### src/hdl/lat_pkg.sv
// shared constants, codes and types of the line assembler
// no dependencies; imported by lat_idle and the top level
package lat_pkg;

  localparam int MAX_LINE = 64;
  localparam int CNT_W    = $clog2(MAX_LINE);
  localparam int CAP_W    = 7;
  localparam int TMO_W    = 32;
  localparam int CHAR_W   = 8;
  localparam int POS_W    = 6;
  localparam int STAT_W   = 2;
  localparam int CFG_IDX_W = 1;
  localparam int CFG_DATA_W = 32;
  localparam int OUT_DATA_W = ((CHAR_W + 2 * POS_W + 7) / 8) * 8;

  localparam logic [CFG_IDX_W-1:0] REG_LINE_CAPACITY = 1'd0;
  localparam logic [CFG_IDX_W-1:0] REG_TIMEOUT_TICKS = 1'd1;

  localparam logic CMD_BYTE = 1'b0;
  localparam logic CMD_TICK = 1'b1;

  localparam logic [STAT_W-1:0] STAT_LINE     = 2'd0;
  localparam logic [STAT_W-1:0] STAT_TOO_LONG = 2'd1;
  localparam logic [STAT_W-1:0] STAT_TIMEOUT  = 2'd2;

  localparam logic [CHAR_W-1:0] CHAR_NL = 8'h0A;
  localparam logic [CHAR_W-1:0] CHAR_CR = 8'h0D;

  localparam logic [CAP_W-1:0] CAP_RESET = CAP_W'(MAX_LINE);
  localparam logic [CAP_W-1:0] CAP_MAX   = CAP_W'(MAX_LINE);

  // control from the main sequencer to the idle timer
  typedef struct packed {
    logic tick;     // one tick item accepted
    logic restart;  // stored or dropped data byte, or newline
  } idle_ctl_t;

endpackage

### src/hdl/lat_ram.sv
// generic single-port-write, single-port-read ram with registered read
// no dependencies
module lat_ram #(
  parameter int WIDTH = 8,
  parameter int DEPTH = 64
) (
  input  logic                     clk,
  input  logic                     we,
  input  logic [$clog2(DEPTH)-1:0] waddr,
  input  logic [WIDTH-1:0]         wdata,
  input  logic                     re,
  input  logic [$clog2(DEPTH)-1:0] raddr,
  output logic [WIDTH-1:0]         rdata
);

  logic [WIDTH-1:0] mem [DEPTH];

  always_ff @(posedge clk) begin
    if (we) begin
      mem[waddr] <= wdata;
    end
    if (re) begin
      rdata <= mem[raddr];
    end
  end

endmodule

### src/hdl/lat_idle.sv
// idle tick counter with saturation and timeout compare
// depends on lat_pkg
module lat_idle
  import lat_pkg::*;
(
  input  logic             clk,
  input  logic             rst,
  input  idle_ctl_t        ctl,
  input  logic [TMO_W-1:0] timeout_ticks,
  output logic             hit
);

  logic [TMO_W-1:0] idle;
  logic [TMO_W-1:0] idle_inc;

  // saturate at all ones
  assign idle_inc = (idle == {TMO_W{1'b1}}) ? idle : idle + TMO_W'(1);
  assign hit = ctl.tick && (timeout_ticks != '0) && (idle_inc >= timeout_ticks);

  always_ff @(posedge clk) begin
    if (rst) begin
      idle <= '0;
    end else if (hit || ctl.restart) begin
      idle <= '0;
    end else if (ctl.tick) begin
      idle <= idle_inc;
    end
  end

endmodule

### src/hdl/line_assembler_with_timeout.sv
// top level of the line assembler: line store, sequencer and output register
// depends on lat_pkg, lat_ram and lat_idle
//
//  channel  dir  handshake          payload
//  s_*      in   s_tvalid/s_tready  tuser: cmd, tdata: rx_byte
//  m_*      out  m_tvalid/m_tready  tuser: status, tdata: char/pos/len, tlast: last
//  cfg_*    in   cfg_valid/cfg_ready cfg_index, cfg_data
//
// a single result (empty, too long, timeout) is loaded into the output register
// in the same cycle that its byte or tick is taken, or at the edge that frees
// the register. a line of n characters is read out of the store at one
// character per cycle while the output is not stalled, paced by the ram read
// port. input is held off while a readout or a pending result is in progress.
// reset is synchronous; the line store needs no clearing pass.
module line_assembler_with_timeout
  import lat_pkg::*;
(
  input  logic                  clk,
  input  logic                  rst,
  // input stream
  input  logic                  s_tvalid,
  output logic                  s_tready,
  input  logic [CHAR_W-1:0]     s_tdata,   // [7:0] rx_byte
  input  logic                  s_tuser,   // [0] cmd
  // result stream
  output logic                  m_tvalid,
  input  logic                  m_tready,
  output logic [OUT_DATA_W-1:0] m_tdata,   // [7:0] char_value, [13:8] char_position,
                                           // [19:14] line_length, rest zero
  output logic [STAT_W-1:0]     m_tuser,   // [1:0] status
  output logic                  m_tlast,
  // configuration writes
  input  logic                  cfg_valid,
  output logic                  cfg_ready,
  input  logic [CFG_IDX_W-1:0]  cfg_index,
  input  logic [CFG_DATA_W-1:0] cfg_data
);

  typedef enum logic [1:0] {
    ST_IDLE,
    ST_PEND,  // single result waiting for the output register
    ST_READ   // walking the line store
  } state_t;

  state_t state;

  // configuration registers
  logic [CAP_W-1:0] line_capacity;
  logic [TMO_W-1:0] timeout_ticks;

  // line state
  logic [CNT_W-1:0] count;
  logic             overflow;
  logic [CNT_W-1:0] run_len;
  logic [CNT_W-1:0] rd_pos;
  logic [STAT_W-1:0] pend_status;

  // ram
  logic              ram_we;
  logic              ram_re;
  logic [CNT_W-1:0]  ram_raddr;
  logic [CHAR_W-1:0] ram_rdata;

  // decode of the accepted transaction
  logic             accept;
  logic             is_tick;
  logic             is_nl;
  logic             is_cr;
  logic             data_byte;
  logic             nl_accept;
  logic             run_start;
  logic             store_ok;
  logic [CAP_W-1:0] cap;
  logic             tmo_hit;
  logic             single;
  logic [STAT_W-1:0] single_status;
  logic             out_free;
  logic             out_load;
  logic             rd_last;
  idle_ctl_t        idle_ctl;

  assign cfg_ready = 1'b1;
  assign s_tready  = (state == ST_IDLE);
  assign accept    = s_tvalid && s_tready;
  assign is_tick   = (s_tuser == CMD_TICK);
  assign is_nl     = (s_tdata == CHAR_NL);
  assign is_cr     = (s_tdata == CHAR_CR);
  assign data_byte = accept && !is_tick && !is_nl && !is_cr;
  assign nl_accept = accept && !is_tick && is_nl;
  assign run_start = nl_accept && !overflow && (count != '0);

  // capacity above the store size acts as the store size
  assign cap      = (line_capacity > CAP_MAX) ? CAP_MAX : line_capacity;
  assign store_ok = ((CAP_W'(count) + CAP_W'(1)) < cap);

  assign idle_ctl.tick    = accept && is_tick;
  assign idle_ctl.restart = data_byte || nl_accept;

  lat_idle u_idle (
    .clk           (clk),
    .rst           (rst),
    .ctl           (idle_ctl),
    .timeout_ticks (timeout_ticks),
    .hit           (tmo_hit)
  );

  // single-result transactions: timeout, too long, empty line
  assign single = tmo_hit || (nl_accept && !run_start);
  always_comb begin
    if (tmo_hit) begin
      single_status = STAT_TIMEOUT;
    end else if (overflow) begin
      single_status = STAT_TOO_LONG;
    end else begin
      single_status = STAT_LINE;
    end
  end

  assign out_free = !m_tvalid || m_tready;
  assign rd_last  = (rd_pos == run_len - CNT_W'(1));

  // output register takes a new result this cycle
  assign out_load = out_free && (((state == ST_IDLE) && single) ||
                                 (state == ST_PEND) || (state == ST_READ));

  // first read at the newline, then one read per character handed out but the last
  assign ram_we = data_byte && store_ok;
  assign ram_re = run_start || ((state == ST_READ) && out_free && !rd_last);
  assign ram_raddr = run_start ? '0 : rd_pos + CNT_W'(1);

  lat_ram #(
    .WIDTH (CHAR_W),
    .DEPTH (MAX_LINE)
  ) u_store (
    .clk   (clk),
    .we    (ram_we),
    .waddr (count),
    .wdata (s_tdata),
    .re    (ram_re),
    .raddr (ram_raddr),
    .rdata (ram_rdata)
  );

  // configuration
  always_ff @(posedge clk) begin
    if (rst) begin
      line_capacity <= CAP_RESET;
      timeout_ticks <= '0;
    end else if (cfg_valid && cfg_ready) begin
      case (cfg_index)
        REG_LINE_CAPACITY: line_capacity <= cfg_data[CAP_W-1:0];
        REG_TIMEOUT_TICKS: timeout_ticks <= cfg_data[TMO_W-1:0];
        default: ;
      endcase
    end
  end

  // line state: every result clears the line when its transaction is taken
  always_ff @(posedge clk) begin
    if (rst) begin
      count    <= '0;
      overflow <= 1'b0;
    end else if (nl_accept || tmo_hit) begin
      count    <= '0;
      overflow <= 1'b0;
    end else if (data_byte) begin
      if (store_ok) begin
        count <= count + CNT_W'(1);
      end else begin
        overflow <= 1'b1;
      end
    end
  end

  // sequencer and output register
  always_ff @(posedge clk) begin
    if (rst) begin
      state    <= ST_IDLE;
      m_tvalid <= 1'b0;
    end else begin
      if (m_tready && !out_load) begin
        m_tvalid <= 1'b0;
      end
      case (state)
        ST_IDLE: begin
          if (run_start) begin
            run_len <= count;
            rd_pos  <= '0;
            state   <= ST_READ;
          end else if (single) begin
            if (out_free) begin
              m_tvalid <= 1'b1;
              m_tuser  <= single_status;
              m_tdata  <= '0;
              m_tlast  <= 1'b1;
            end else begin
              pend_status <= single_status;
              state       <= ST_PEND;
            end
          end
        end
        ST_PEND: begin
          if (out_free) begin
            m_tvalid <= 1'b1;
            m_tuser  <= pend_status;
            m_tdata  <= '0;
            m_tlast  <= 1'b1;
            state    <= ST_IDLE;
          end
        end
        ST_READ: begin
          // ram_rdata holds store[rd_pos] until the next read is issued
          if (out_free) begin
            m_tvalid <= 1'b1;
            m_tuser  <= STAT_LINE;
            m_tdata  <= OUT_DATA_W'({POS_W'(run_len), POS_W'(rd_pos), ram_rdata});
            m_tlast  <= rd_last;
            if (rd_last) begin
              state <= ST_IDLE;
            end else begin
              rd_pos <= rd_pos + CNT_W'(1);
            end
          end
        end
        default: state <= ST_IDLE;
      endcase
    end
  end

endmodule
### config.mk
export PLATFORM = sky130hd
export DESIGN_NAME = line_assembler_with_timeout
export DESIGN_NICKNAME = d
export VERILOG_FILES = /design/src/hdl/lat_pkg.sv /design/src/hdl/lat_ram.sv /design/src/hdl/lat_idle.sv /design/src/hdl/line_assembler_with_timeout.sv
export SDC_FILE = /design/constraint.sdc
export NUM_CORES = 1
export LEC_CHECK = 0
export ABC_AREA = 1
export BUFFER_PORTS_ARGS = -buffer_cell sky130_fd_sc_hd__buf_2
export CAP_MARGIN = 20
export CORE_UTILIZATION = 25
export DETAILED_ROUTE_END_ITERATION = 10
export PLACE_DENSITY = 0.5
export SYNTH_ARGS = -nofsm -noshare
export SYNTH_HDL_FRONTEND = slang
export SYNTH_SLANG_ARGS = --single-unit
### constraint.sdc
create_clock -name clk -period 13.61 [get_ports clk]
set_input_delay 2.0415 -clock clk [delete_from_list [all_inputs] [get_ports clk]]
set_output_delay 2.0415 -clock clk [all_outputs]
set_load 0.02 [all_outputs]
## Word level (Yosys, flattened, before mapping)

Memories as Yosys holds them, arrays and structs flattened. A register that Yosys moved wholly into a read port is not among the register bits.
Cells that the tools add are included.
Widths: inputs -> output; s select.

| storage, ports and cells | value |
|---|---|
| logic and storage cells | 132 |
| memory bits (writable) | 512 |
| output and inout port bits | 30 |
| input port bits | 47 |
| register bits after elaboration | 122 |
| bits in latches | 0 |
| memories | 1 |
| bits in read-only memories | 0 |

| operators by class | value |
|---|---|
| $add $sub $neg | 5 |
| bitwise logic cells | 5 |
| shift operators | 0 |
| multiply operators | 0 |
| eq/ne operators | 16 |
| reduce and logical (&&, ||, !) cells | 51 |
| div/mod/pow operators | 0 |
| $lt $le $gt $ge | 3 |
| mux-type cells | 38 |

Memory list:

| name | depth | width | read ports | clocked after Yosys merged registers in | write ports | line | text |
|---|---|---|---|---|---|---|---|
| u_store.mem | 64 | 8 | 1 | 1 | 1 | lat_ram.sv:16 | `logic [WIDTH-1:0] mem [DEPTH];` |

Operator list:

| kind | count |
|---|---|
| $mux 24 | 4 |
| $pmux 24 s3 | 1 |
| $add 32x1->32 const B | 1 |
| $eq 32x32->1 const B | 1 |
| $ge 32x32->1 | 1 |
| $mux 32 | 1 |
| $reduce_bool 32->1 | 1 |
| $mux 6 | 4 |
| $mux 2 | 11 |
| $reduce_and 5->1 | 4 |
| $logic_and 1x1->1 | 17 |
| $eq 8x4->1 const B | 2 |
| $add 6x1->6 const B | 2 |
| $pmux 2 s3 | 2 |
| $pmux 6 s2 | 1 |
| $mux 1 | 11 |
| $ne 2x2->1 const B | 5 |
| $logic_not 1->1 | 8 |
| $logic_or 1x1->1 | 8 |
| $reduce_and 2->1 | 4 |
| $add 6x1->7 const B | 1 |
| $gt 7x7->1 const B | 1 |
| $lt 7x7->1 | 1 |
| $mux 7 | 1 |
| other kinds (17) | 25 |

## Longest topological paths before layout

Gate-level depths: netlist of run 1.

| depth | value |
|---|---|
| depth in word-level cells | 20 |
| depth in mapped cells | 29 |

## By module

Synthesis of run 1 repeated with hierarchy kept, for this count alone.

| unflattened totals | value |
|---|---|
| cells, all modules | 2,859 |
| area total of the unflattened synthesis | 28,929.0 µm² |

By module, submodules not included:

| module | sequential area each (µm²) | instances | cells each | area an instance (µm²) |
|---|---|---|---|---|
| lat_ram | 15,615.0 | 1 | 1,805 | 21,419.3 |
| line_assembler_with_timeout | 2,212.1 | 1 | 502 | 4,161.5 |
| lat_idle | 640.6 | 1 | 552 | 3,348.2 |

## Worst setup path after synthesis of run 1

No wires, ideal clock.

| timing | value |
|---|---|
| kind | input port to flip-flop |
| start | in s_tdata[4] |
| end | reg m_tdata[0], enable pin |
| stages | 8 |
| path buffers | 0 |
| slack | 8.859 ns |
| data arrival time | 4.328 ns |
| data required time | 13.188 ns |
| cell sequence | inv_1 > nand2_1 > nor2_2 > nand4_1 > a211o_1 > nand2_1 > o21ai_0 > nor3_1 |

| between the ends | value |
|---|---|
| cells in the longest elaborated chain, start to end | 9 |
| elaborated cells on any way between the ends | 10 |
| those cells by class | 3 x eq/ne; 7 x reduce/logical |

Ends and longest elaborated chain:

| element | line | text |
|---|---|---|
| start: declaration | line_assembler_with_timeout.sv:23 | `input logic [CHAR_W-1:0] s_tdata,` |
| $eq 8x4->1 (*) | line_assembler_with_timeout.sv:86 | `assign is_nl = (s_tdata == CHAR_NL);` |
| $logic_and 1x1->1 (*) | line_assembler_with_timeout.sv:89 | `assign nl_accept = accept && !is_tick && is_nl;` |
| $logic_and 1x1->1 (2 in a row) | line_assembler_with_timeout.sv:90 | `assign run_start = nl_accept && !overflow && (count != '0);` |
| $logic_not 1->1 | line_assembler_with_timeout.sv:108 | `assign single = tmo_hit \|\| (nl_accept && !run_start);` |
| $logic_and 1x1->1 | line_assembler_with_timeout.sv:108 |  |
| $logic_or 1x1->1 | line_assembler_with_timeout.sv:108 |  |
| $ne 2x1->1 (no line) | n/a |  |
| $reduce_and 5->1 (no line) (*) | n/a |  |
| end signal: assignment | line_assembler_with_timeout.sv:216 | `m_tdata <= OUT_DATA_W'({POS_W'(run_len), POS_W'(rd_pos), ram_rdata});` |
| end: declaration | line_assembler_with_timeout.sv:28 | `output logic [OUT_DATA_W-1:0] m_tdata,` |

Every way passes the cells marked *; elsewhere a longest branch is shown, timed or not.
A chain may end at the register's enable or synchronous reset.

## Worst setup path in the final report of run 1

| timing | value |
|---|---|
| start | in s_tdata[7] |
| end | reg u_store.rdata[2] (read register of u_store.mem), data pin |

| between the ends | value |
|---|---|
| cells in the longest elaborated chain, start to end | 5 |
| elaborated cells on any way between the ends | 6 |
| those cells by class | 1 x eq/ne; 1 x mux; 4 x reduce/logical |

Ends and longest elaborated chain:

| element | line | text |
|---|---|---|
| $eq 8x4->1 (*) | line_assembler_with_timeout.sv:86 |  |
| $logic_and 1x1->1 (*) | line_assembler_with_timeout.sv:89 |  |
| $logic_and 1x1->1 (*) (2 in a row) | line_assembler_with_timeout.sv:90 |  |
| $mux 6 or $logic_or 1x1->1 (tied branches) | line_assembler_with_timeout.sv:129, line_assembler_with_timeout.sv:128 |  |
| end: declaration | lat_ram.sv:13 | `output logic [WIDTH-1:0] rdata` |

Marked as above.

==> impl_metrics.csv, run 1 <==
group,metric,value,unit
timing,tns,0,ns
clock_network,cts_hold_buf,0,
synth,avgSynthCellArea,9.45,sq um
synth,async_flop_share,0,
grt,grt_pass1_wl,132000,um
placed_design,placed_area,0.0319,sq mm
status,status,"finished clean",
clock_network,h-tree-depth,3,
worst_setup_path,worst-endpoint-required,14.12,ns
floorplanning,core-area,0.118,sq mm
synth,yosysSeqAreaShare,0.616,
floorplanning,initial_core_util,0.253,
layout,fin_util,0.290,
synth,ys_types,38,
timing,min_period_over_period,0.460,
synth,synth_top_area_share,0.562,
synth,yosysTopAreaCell,"edfxtp_1",
worst_setup_path,crit_type,"in2reg",
floorplanning,ios,77,
timing,relSlewSlack,0.290,
layout,nFillCells,12400,
worst_setup_path,critPathMaxFanout,71,
grt,antenna_found_initial,0,
clock_network,numCtsBuffers,75,
floorplanning,die_area,0.121,sq mm
pwr,p_per_area,154,mW/mm^2
synth,ys_warn_count,0,
synth,synth.top_cells.by_area,"edfxtp_1 (56%), nand3_1 (9.3%), nand2_1 (8.9%)",
clock_network,post_cts_buffers,0,
timing,finalCriticalPeriod,6.27,ns
clock_network,cts_sinks,642,
grt,grtUsageTotal,0.142,
timing,rsz0062_at_grt,"false",
floorplanning,die_w,348,um
synth,synth_edf_count,561,
layout,diodes,0,
timing,fmax,160,MHz
pwr,ir_worst_vdd,0.0794,mV
layout,final_cells,4877,
clock_network,clk_pin_slew,0.06,ns
worst_setup_path,cp-start-kind,"input pin",
detailed_routing,dr.pass1.iters,6,
synth,synth_ff_type,"edfxtp_1",
worst_setup_path,critPathCaptureType,"flip-flop",
detailed_routing,wl_per_cell,17.8,um
layout,final_cell_area,0.0343,sq mm
detailed_routing,wl,86700,um
detailed_routing,final_antenna_net_count,0,
floorplanning,rows,126,
timing,setup_viol,0,
grt,gr-total-overflow,0,
clock_network,cts_tree,"yes",
run,maxCapViolations,0,
clock_network,clk_latency,0.65,ns
floorplanning,die_h,348,um
placed_design,gp_congestion,0.855,
placed_design,dp_hpwl,54100,um
detailed_routing,num_vias,21300,
detailed_routing,drc,0,
timing,hold_viol,0,
detailed_routing,via_per_inst,4.36,
worst_setup_path,crit_arrival,6.78,ns
placed_design,numPortBuffers,75,
layout,seqCellArea,0.0185,sq mm
pwr,cellLeakagePower,14.4,nW
placed_design,dp.cells,4741,
timing,slew_violations,0,
synth,syn-instance-count,3171,
synth,netlist_area,0.0300,sq mm
synth,syn_nets,3265,
layout,multiInputGateArea,0.00847,sq mm
layout,area_growth,14.5,%
grt,grt_pass1_vias,20800,
layout,nets,3312,
layout,drive_gt1_frac,0.0738,
synth,synth_seq_cells,642,
timing,worst-slew-pin-transition,1.06,ns
timing,skew,0.0369,ns
clock_network,post_cts_resized,0,
clock_network,root_buffer,"clkbuf_16",
timing,hold_slack,0.484,ns
hold_path,hold_path_class,"reg2reg",
detailed_routing,drtIter0Drc,1782,
clock_network,cts_buffer_depth,3,
grt,grt_max_degree,177,
[metal layers]
metal	share of wire	wire length [um]	global-route usage	vias up
li1	-	-	-	10400
met1	0.45	39000	0.190	10200
met2	0.47	40800	0.234	526
met3	0.049	4210	0.0179	124
met4	0.030	2620	0.0521	0
met5	0	0	0	-
[worst max-delay path: stages]
cell     delay, ns
buf_2         0.10
buf_4         0.69
inv_1         0.11
nand2_1       0.11
nor2_2        0.07
nand2_1       0.08
nor2_2        0.05
nand2_4       0.55
nand2_4       0.47
inv_4         0.70
buf_4         0.77
nand3_1       0.17
nand3_1       0.10
nand3_1       0.11
nand3_1       0.24
nand3_1       0.12
nand2_1       0.08
[stage by stage]
| stage | setup slack [ns] | total power [mW] |
|---|---|---|
| 3_5_place_dp | 6.64 | 3.33 |
| 4_1_cts | 7.32 | 5.33 |
| 5_1_grt | 7.08 | 5.50 |
| 3_3_place_gp | 6.64 | 3.33 |
| 6_report | 7.34 | 5.28 |
| 2_1_floorplan | 8.86 | 2.96 |
[layout by cell type (no fill, tap or decap), drive strengths merged, types with 4 or more instances in the layout]
master	synthesis	layout
a211oi	17	17
a21oi	70	70
buf	96	109
bufinv	0	7
clkbuf	43	97
clkinv	1	31
dfxtp	81	81
edfxtp	561	561
ha	47	47
inv	619	621
nand2	717	717
nand3	559	559
nand4	17	17
nor2	195	195
nor3	21	21
nor4	13	13
o21a	4	4
o21ai	59	59
xnor2	13	13
xor2	28	28
[power breakdown]
group	internal (mW)	total [mW]	switching, mW	leakage [nW]
clock	1.17	1.99	0.820	1.18
combinational	0.276	1.03	0.751	7.48
sequential	2.21	2.26	0.0459	5.72
[area by class of cell]
class                      count  area share
multi-input combinational   1770       0.247
sequential                   642       0.538
clock inverter                39      0.0118
timing repair buffer         109      0.0189
tap                         1600      0.0583
clock buffer                  97      0.0580
inverter                     620      0.0679
[synthesized netlist by cell type (28+ instances only)]
cell        n
a21oi_1    70
buf_2      60
clkbuf_1   43
dfxtp_1    81
edfxtp_1  561
ha_1       47
inv_1     614
nand2_1   713
nand3_1   556
nor2_1    187
o21ai_0    59
xor2_1     28
[registers in the layout, summed over array words and instances, names as in the netlist, 2 cells and up]
register / flops
u_store.rdata: 8
run_len: 6
count: 6
rd_pos: 6
line_capacity: 7
m_tuser: 2
pend_status: 2
timeout_ticks: 32
u_idle.idle: 32
u_store.mem: 512
m_tdata: 24
state: 2
[cells by family after synthesis]
logic type / count (synthesis) / share of synthesized area
compound gates: 157 / 0.0290
xor+xnor: 41 / 0.0120
fa+ha+maj: 47 / 0.0196
buf+inv: 759 / 0.102
flops: 642 / 0.616
other cells: 1 / 0.000125
simple gates: 1524 / 0.221
[worst paths after layout]
kind	endpoint	slack, ns	cells past startpoint	start
max	u_store.rdata[2]	7.34	17	s_tdata[7]
min	timeout_ticks[28]	0.48	2	timeout_ticks[28]
max reg2reg	u_store.rdata[2]	8.95	15	count[1]
min reg2reg	timeout_ticks[28]	0.48	2	timeout_ticks[28]
Power figures use the tool's default switching activity.
==> run 2: changes to the inputs <==
Clock period 13.61 ns to 6.1 ns, I/O delays scaled along.
==> impl_metrics.csv, run 2 (same netlist as run 1, synthesis figures left out) <==
group,metric,value,unit
status,status,"finished clean",
layout,final_cells,4890,
floorplanning,die_h,348,um
layout,largest_reg_flops,512,
detailed_routing,via_per_inst,4.36,
clock_network,cts_sinks,642,
grt,grt_pass1_wl,130000,um
detailed_routing,num_vias,21300,
layout,fin_util,0.291,
timing,min_period_over_period,0.767,
grt,gr-total-overflow,0,
run,maxCapViolations,0,
layout,final_common_cell,"nand2_1",
clock_network,post_cts_buffers,0,
placed_design,gp_congestion,0.882,
placed_design,dp.cells,4752,
clock_network,root_buffer,"clkbuf_16",
clock_network,clk_pin_slew,0.06,ns
timing,setup_viol,0,
detailed_routing,drtIter0Drc,1688,
floorplanning,ios,77,
placed_design,dp_hpwl,55200,um
worst_setup_path,critPathMaxFanout,26,
timing,hold_slack,0.478,ns
detailed_routing,wl,86900,um
detailed_routing,drc,0,
timing,relSlewSlack,0.322,
clock_network,cts_hold_buf,0,
timing,tns,0,ns
placed_design,numPortBuffers,75,
timing,finalCriticalPeriod,4.68,ns
timing,fmax,214,MHz
layout,diodes,0,
floorplanning,rows,126,
placed_design,pre_cts_slack,1.40,ns
timing,rsz0062_at_grt,"false",
pwr,p_per_area,342,mW/mm^2
clock_network,numCtsBuffers,75,
layout,final_cell_mix,"nand2_1 (711), inv_1 (613), edfxtp_1 (561), nand3_1 (556), nor2_1 (186)",
layout,final_cell_area,0.0345,sq mm
clock_network,cts_buffer_depth,3,
grt,grtUsageTotal,0.141,
worst_setup_path,slowest_stage,"nand3_2",
pwr,power,11.8,mW
clock_network,post_cts_resized,0,
grt,antenna_found_initial,2,
detailed_routing,dr.pass1.iters,7,
detailed_routing,wl_per_cell,17.8,um
layout,regMostFlops,"u_store.mem",
worst_setup_path,cp-start-kind,"flip-flop",
timing,slew_violations,0,
hold_path,hold_path_class,"reg2reg",
grt,grt_pass1_vias,20400,
worst_setup_path,crit_type,"reg2reg",
floorplanning,core-area,0.118,sq mm
worst_setup_path,worst-endpoint-required,6.45,ns
clock_network,h-tree-depth,3,
floorplanning,die_area,0.121,sq mm
worst_setup_path,reg2reg_depth,18,
worst_setup_path,path_depth,18,
floorplanning,initial_core_util,0.253,
timing,worst-slew-pin-transition,1.02,ns
worst_setup_path,critPathCaptureType,"flip-flop",
timing,worst_slack,1.42,ns
grt,grt_max_degree,129,
worst_setup_path,crit_top_cell,"nand2_1",
clock_network,clk_latency,0.64,ns
clock_network,cts_tree,"yes",
worst_setup_path,path_buf_inv,2,
pwr,ir_worst_vdd,0.194,mV
pwr,cellLeakagePower,14.5,nW
worst_setup_path,crit_arrival,5.03,ns
layout,area_growth,15.0,%
floorplanning,die_w,348,um
worst_setup_path,max_stage_delay,0.53,ns
worst_setup_path,cpLargestDelayFamily,"simple AND/OR/NAND/NOR gates",
hold_path,min_path_cells,2,
layout,drive_gt1_frac,0.0763,
placed_design,placed_area,0.0321,sq mm
timing,skew,0.0268,ns
worst_setup_path,crit_chain,"ha_1, inv_1, nor3_4, nand2_1, nor2_1, nand3_2, nand2_1, ha_1, a21o_1, o21ai_0, nand2_1, a21oi_1, nand2_1, nand2_1, nand2_1, o21ai_0, nor3_2, buf_4",
layout,reg.largest.list,"u_store.mem x512, timeout_ticks x32, u_idle.idle x32",
layout,nets,3323,
timing,hold_viol,0,
detailed_routing,final_antenna_net_count,0,
## run 2: changes by cell type in the layout (fill, tap and decap cells not counted), sizes merged
cell / previous run / this run
clkinv: 31 / 32
clkinvlp: 0 / 1
clkbuf: 97 / 98
inv: 621 / 622
buf: 109 / 120
bufinv: 7 / 5
## run 2: worst min-delay path: cells and delay by family (launching register included)
| family | cells | cell delay [ns] |
|---|---|---|
| buf+inv | 1 | 0.07 |
| compound gates | 1 | 0.06 |
| flops | 1 | 0.31 |
## run 2: final cells by class
class	instances	area, sq um
Fill cell	12400	83900
Inverter	620	2330
Multi-Input combinational cell	1770	8470
Sequential cell	642	18500
Tap cell	1600	2000
Timing Repair Buffer	120	805
Clock inverter	40	347
Clock buffer	98	2050
## run 2: power by group
group / internal (mW) / total (mW) / leakage, nW / switching, mW
clock network: 2.59 / 4.43 / 1.18 / 1.84
registers: 4.94 / 5.04 / 5.72 / 0.0982
logic: 0.637 / 2.34 / 7.56 / 1.71
total: 8.16 / 11.8 / 14.5 / 3.65
## run 2: layer usage
metal / track usage / share of wire / up-vias / routed length [um]
li1: - / - / 10400 / -
met1: 0.188 / 0.45 / 10300 / 38900
met2: 0.236 / 0.48 / 492 / 41600
met3: 0.0206 / 0.048 / 129 / 4140
met4: 0.0445 / 0.026 / 4 / 2240
met5: 0 / 0.00036 / - / 31
## run 2: path summary, 6_finish.rpt
kind	startpoint	endpoint	slack [ns]
setup / recovery	u_idle.idle[0]	m_tdata[7]	1.42
setup reg to reg	u_idle.idle[0]	m_tdata[7]	1.42
hold / removal	timeout_ticks[7]	timeout_ticks[7]	0.48
hold reg to reg	timeout_ticks[7]	timeout_ticks[7]	0.48
==> run 3: changes to the inputs <==
Settings changed: PLACE_DENSITY 0.5 to 0.51.
Clock period 6.1 ns to 3.8 ns, I/O delays scaled along.
==> impl_metrics.csv, run 3 (same netlist as run 1, synthesis figures left out) <==
group,metric,value,unit
placed_design,dp_hpwl,52600,um
layout,largest_reg_flops,512,
detailed_routing,drtIter0Drc,1442,
placed_design,placed_area,0.0329,sq mm
clock_network,cts_sinks,642,
grt,grtUsageTotal,0.134,
layout,diodes,0,
layout,drive_gt1_frac,0.122,
timing,worst-slew-pin-transition,0.935,ns
grt,grt_max_degree,65,
floorplanning,core-area,0.118,sq mm
status,status,"finished clean",
floorplanning,die_h,348,um
layout,nFillCells,12300,
detailed_routing,drc,0,
detailed_routing,wl_per_cell,16.5,um
layout,fin_util,0.302,
timing,setup_viol,0,
pwr,power,19.2,mW
grt,gr-total-overflow,0,
layout,final_cell_mix,"nand2_1 (704), inv_1 (605), edfxtp_1 (561), nand3_1 (554), nor2_1 (163)",
layout,area_growth,19.2,%
pwr,ir_worst_vdd,0.280,mV
clock_network,numCtsBuffers,76,
pwr,cellLeakagePower,15.1,nW
timing,fmax,278,MHz
detailed_routing,final_antenna_net_count,0,
grt,grt_pass1_wl,125000,um
clock_network,h-tree-depth,3,
placed_design,gp_congestion,0.866,
layout,regMostFlops,"u_store.mem",
hold_path,hold_path_class,"in2reg",
detailed_routing,via_per_inst,4.28,
worst_setup_path,critPathMaxFanout,5,
clock_network,clk_pin_slew,0.06,ns
placed_design,numPortBuffers,75,
pwr,p_per_area,537,mW/mm^2
clock_network,cts_buffer_depth,3,
worst_setup_path,worst-endpoint-required,4.15,ns
layout,reg.largest.list,"u_store.mem x512, timeout_ticks x32, u_idle.idle x32",
timing,skew,0.0318,ns
layout,final_cell_area,0.0357,sq mm
placed_design,dp.cells,4839,
grt,grt_pass1_vias,20600,
clock_network,root_buffer,"clkbuf_16",
floorplanning,initial_core_util,0.253,
worst_setup_path,critPathCaptureType,"flip-flop",
timing,min_period_over_period,0.948,
floorplanning,die_area,0.121,sq mm
detailed_routing,num_vias,21300,
layout,nets,3422,
detailed_routing,wl,82300,um
layout,seqCellArea,0.0185,sq mm
timing,slew_violations,0,
clock_network,clk_latency,0.64,ns
layout,final_cells,4989,
timing,hold_viol,0,
run,maxCapViolations,0,
worst_setup_path,cp-start-kind,"flip-flop",
timing,relSlewSlack,0.377,
worst_setup_path,crit_arrival,3.95,ns
floorplanning,ios,77,
timing,finalCriticalPeriod,3.60,ns
clock_network,cts_tree,"yes",
floorplanning,rows,126,
layout,final_common_cell,"nand2_1",
layout,multiInputGateArea,0.00872,sq mm
detailed_routing,dr.pass1.iters,5,
grt,antenna_found_initial,5,
worst_setup_path,crit_type,"reg2reg",
floorplanning,die_w,348,um
run 3: repair_timing:
action | CTS | global route
hold buffers | 0 | 0
setup buffers | 0 | 8
gates cloned | 0 | 3
pin swaps | 0 | 15
resized for setup | 1 | 76
endpoints found under the setup margin | 30 | 168
run 3: layout make-up:
class	count	area share
tap	1600	0.0560
clock buffer	106	0.0588
timing repair buffer	218	0.0498
sequential	642	0.517
clock inverter	33	0.00931
multi-input combinational	1770	0.244
inverter	620	0.0652
run 3: critical path, stage by stage (launching register included):
cell and delay, ns:
dfxtp_4 0.36, ha_4 0.13, inv_1 0.07, nor3_4 0.20, nand4_1 0.17, inv_1 0.10
nand2_2 0.07, nor2_4 0.15, nand2_2 0.07, o21ai_2 0.06, inv_2 0.06, ha_1 0.29
nand2_1 0.06, nor2_2 0.13, nand2_1 0.09, nor2_1 0.11, nor2_1 0.05, nand2_1 0.08
nand2_1 0.07, nand2_2 0.10, nand2_2 0.09, nand2_2 0.07, o21ai_1 0.06, buf_4 0.14
nor3_4 0.25, buf_6 0.17, clkbuf_16 0.14
run 3: path summary, 6_finish.rpt:
check	from	to	slack (ns)	cells past startpoint
worst max-delay path	u_idle.idle[0]	m_tdata[17]	0.20	26
worst min-delay path	cfg_data[3]	line_capacity[3]	0.18	3
worst max register to register	u_idle.idle[0]	m_tdata[17]	0.20	26
worst min register to register	timeout_ticks[4]	timeout_ticks[4]	0.48	2
run 3: through the flow:
step                      worst slack [ns]  TNS, ns  hold WS [ns]
after floorplan                     0.0170        0         0.403
after global placement             -0.0558    -1.33         0.470
after detailed placement           -0.0640    -1.57         0.467
after CTS                           0.0136        0         0.142
after global routing               -0.0754    -1.11         0.167
final                                0.198        0         0.182
run 3: power by group:
part	internal, mW	switching, mW
Combinational	1.27	2.78
Clock	4.06	3.03
Sequential	7.93	0.125
run 3: metal layers:
metal,vias to the layer above,share of wire,global-route usage
li1,10600,-,-
met1,10100,0.44,0.174
met2,433,0.48,0.226
met3,134,0.046,0.0218
met4,8,0.030,0.0454
met5,-,0.00041,0
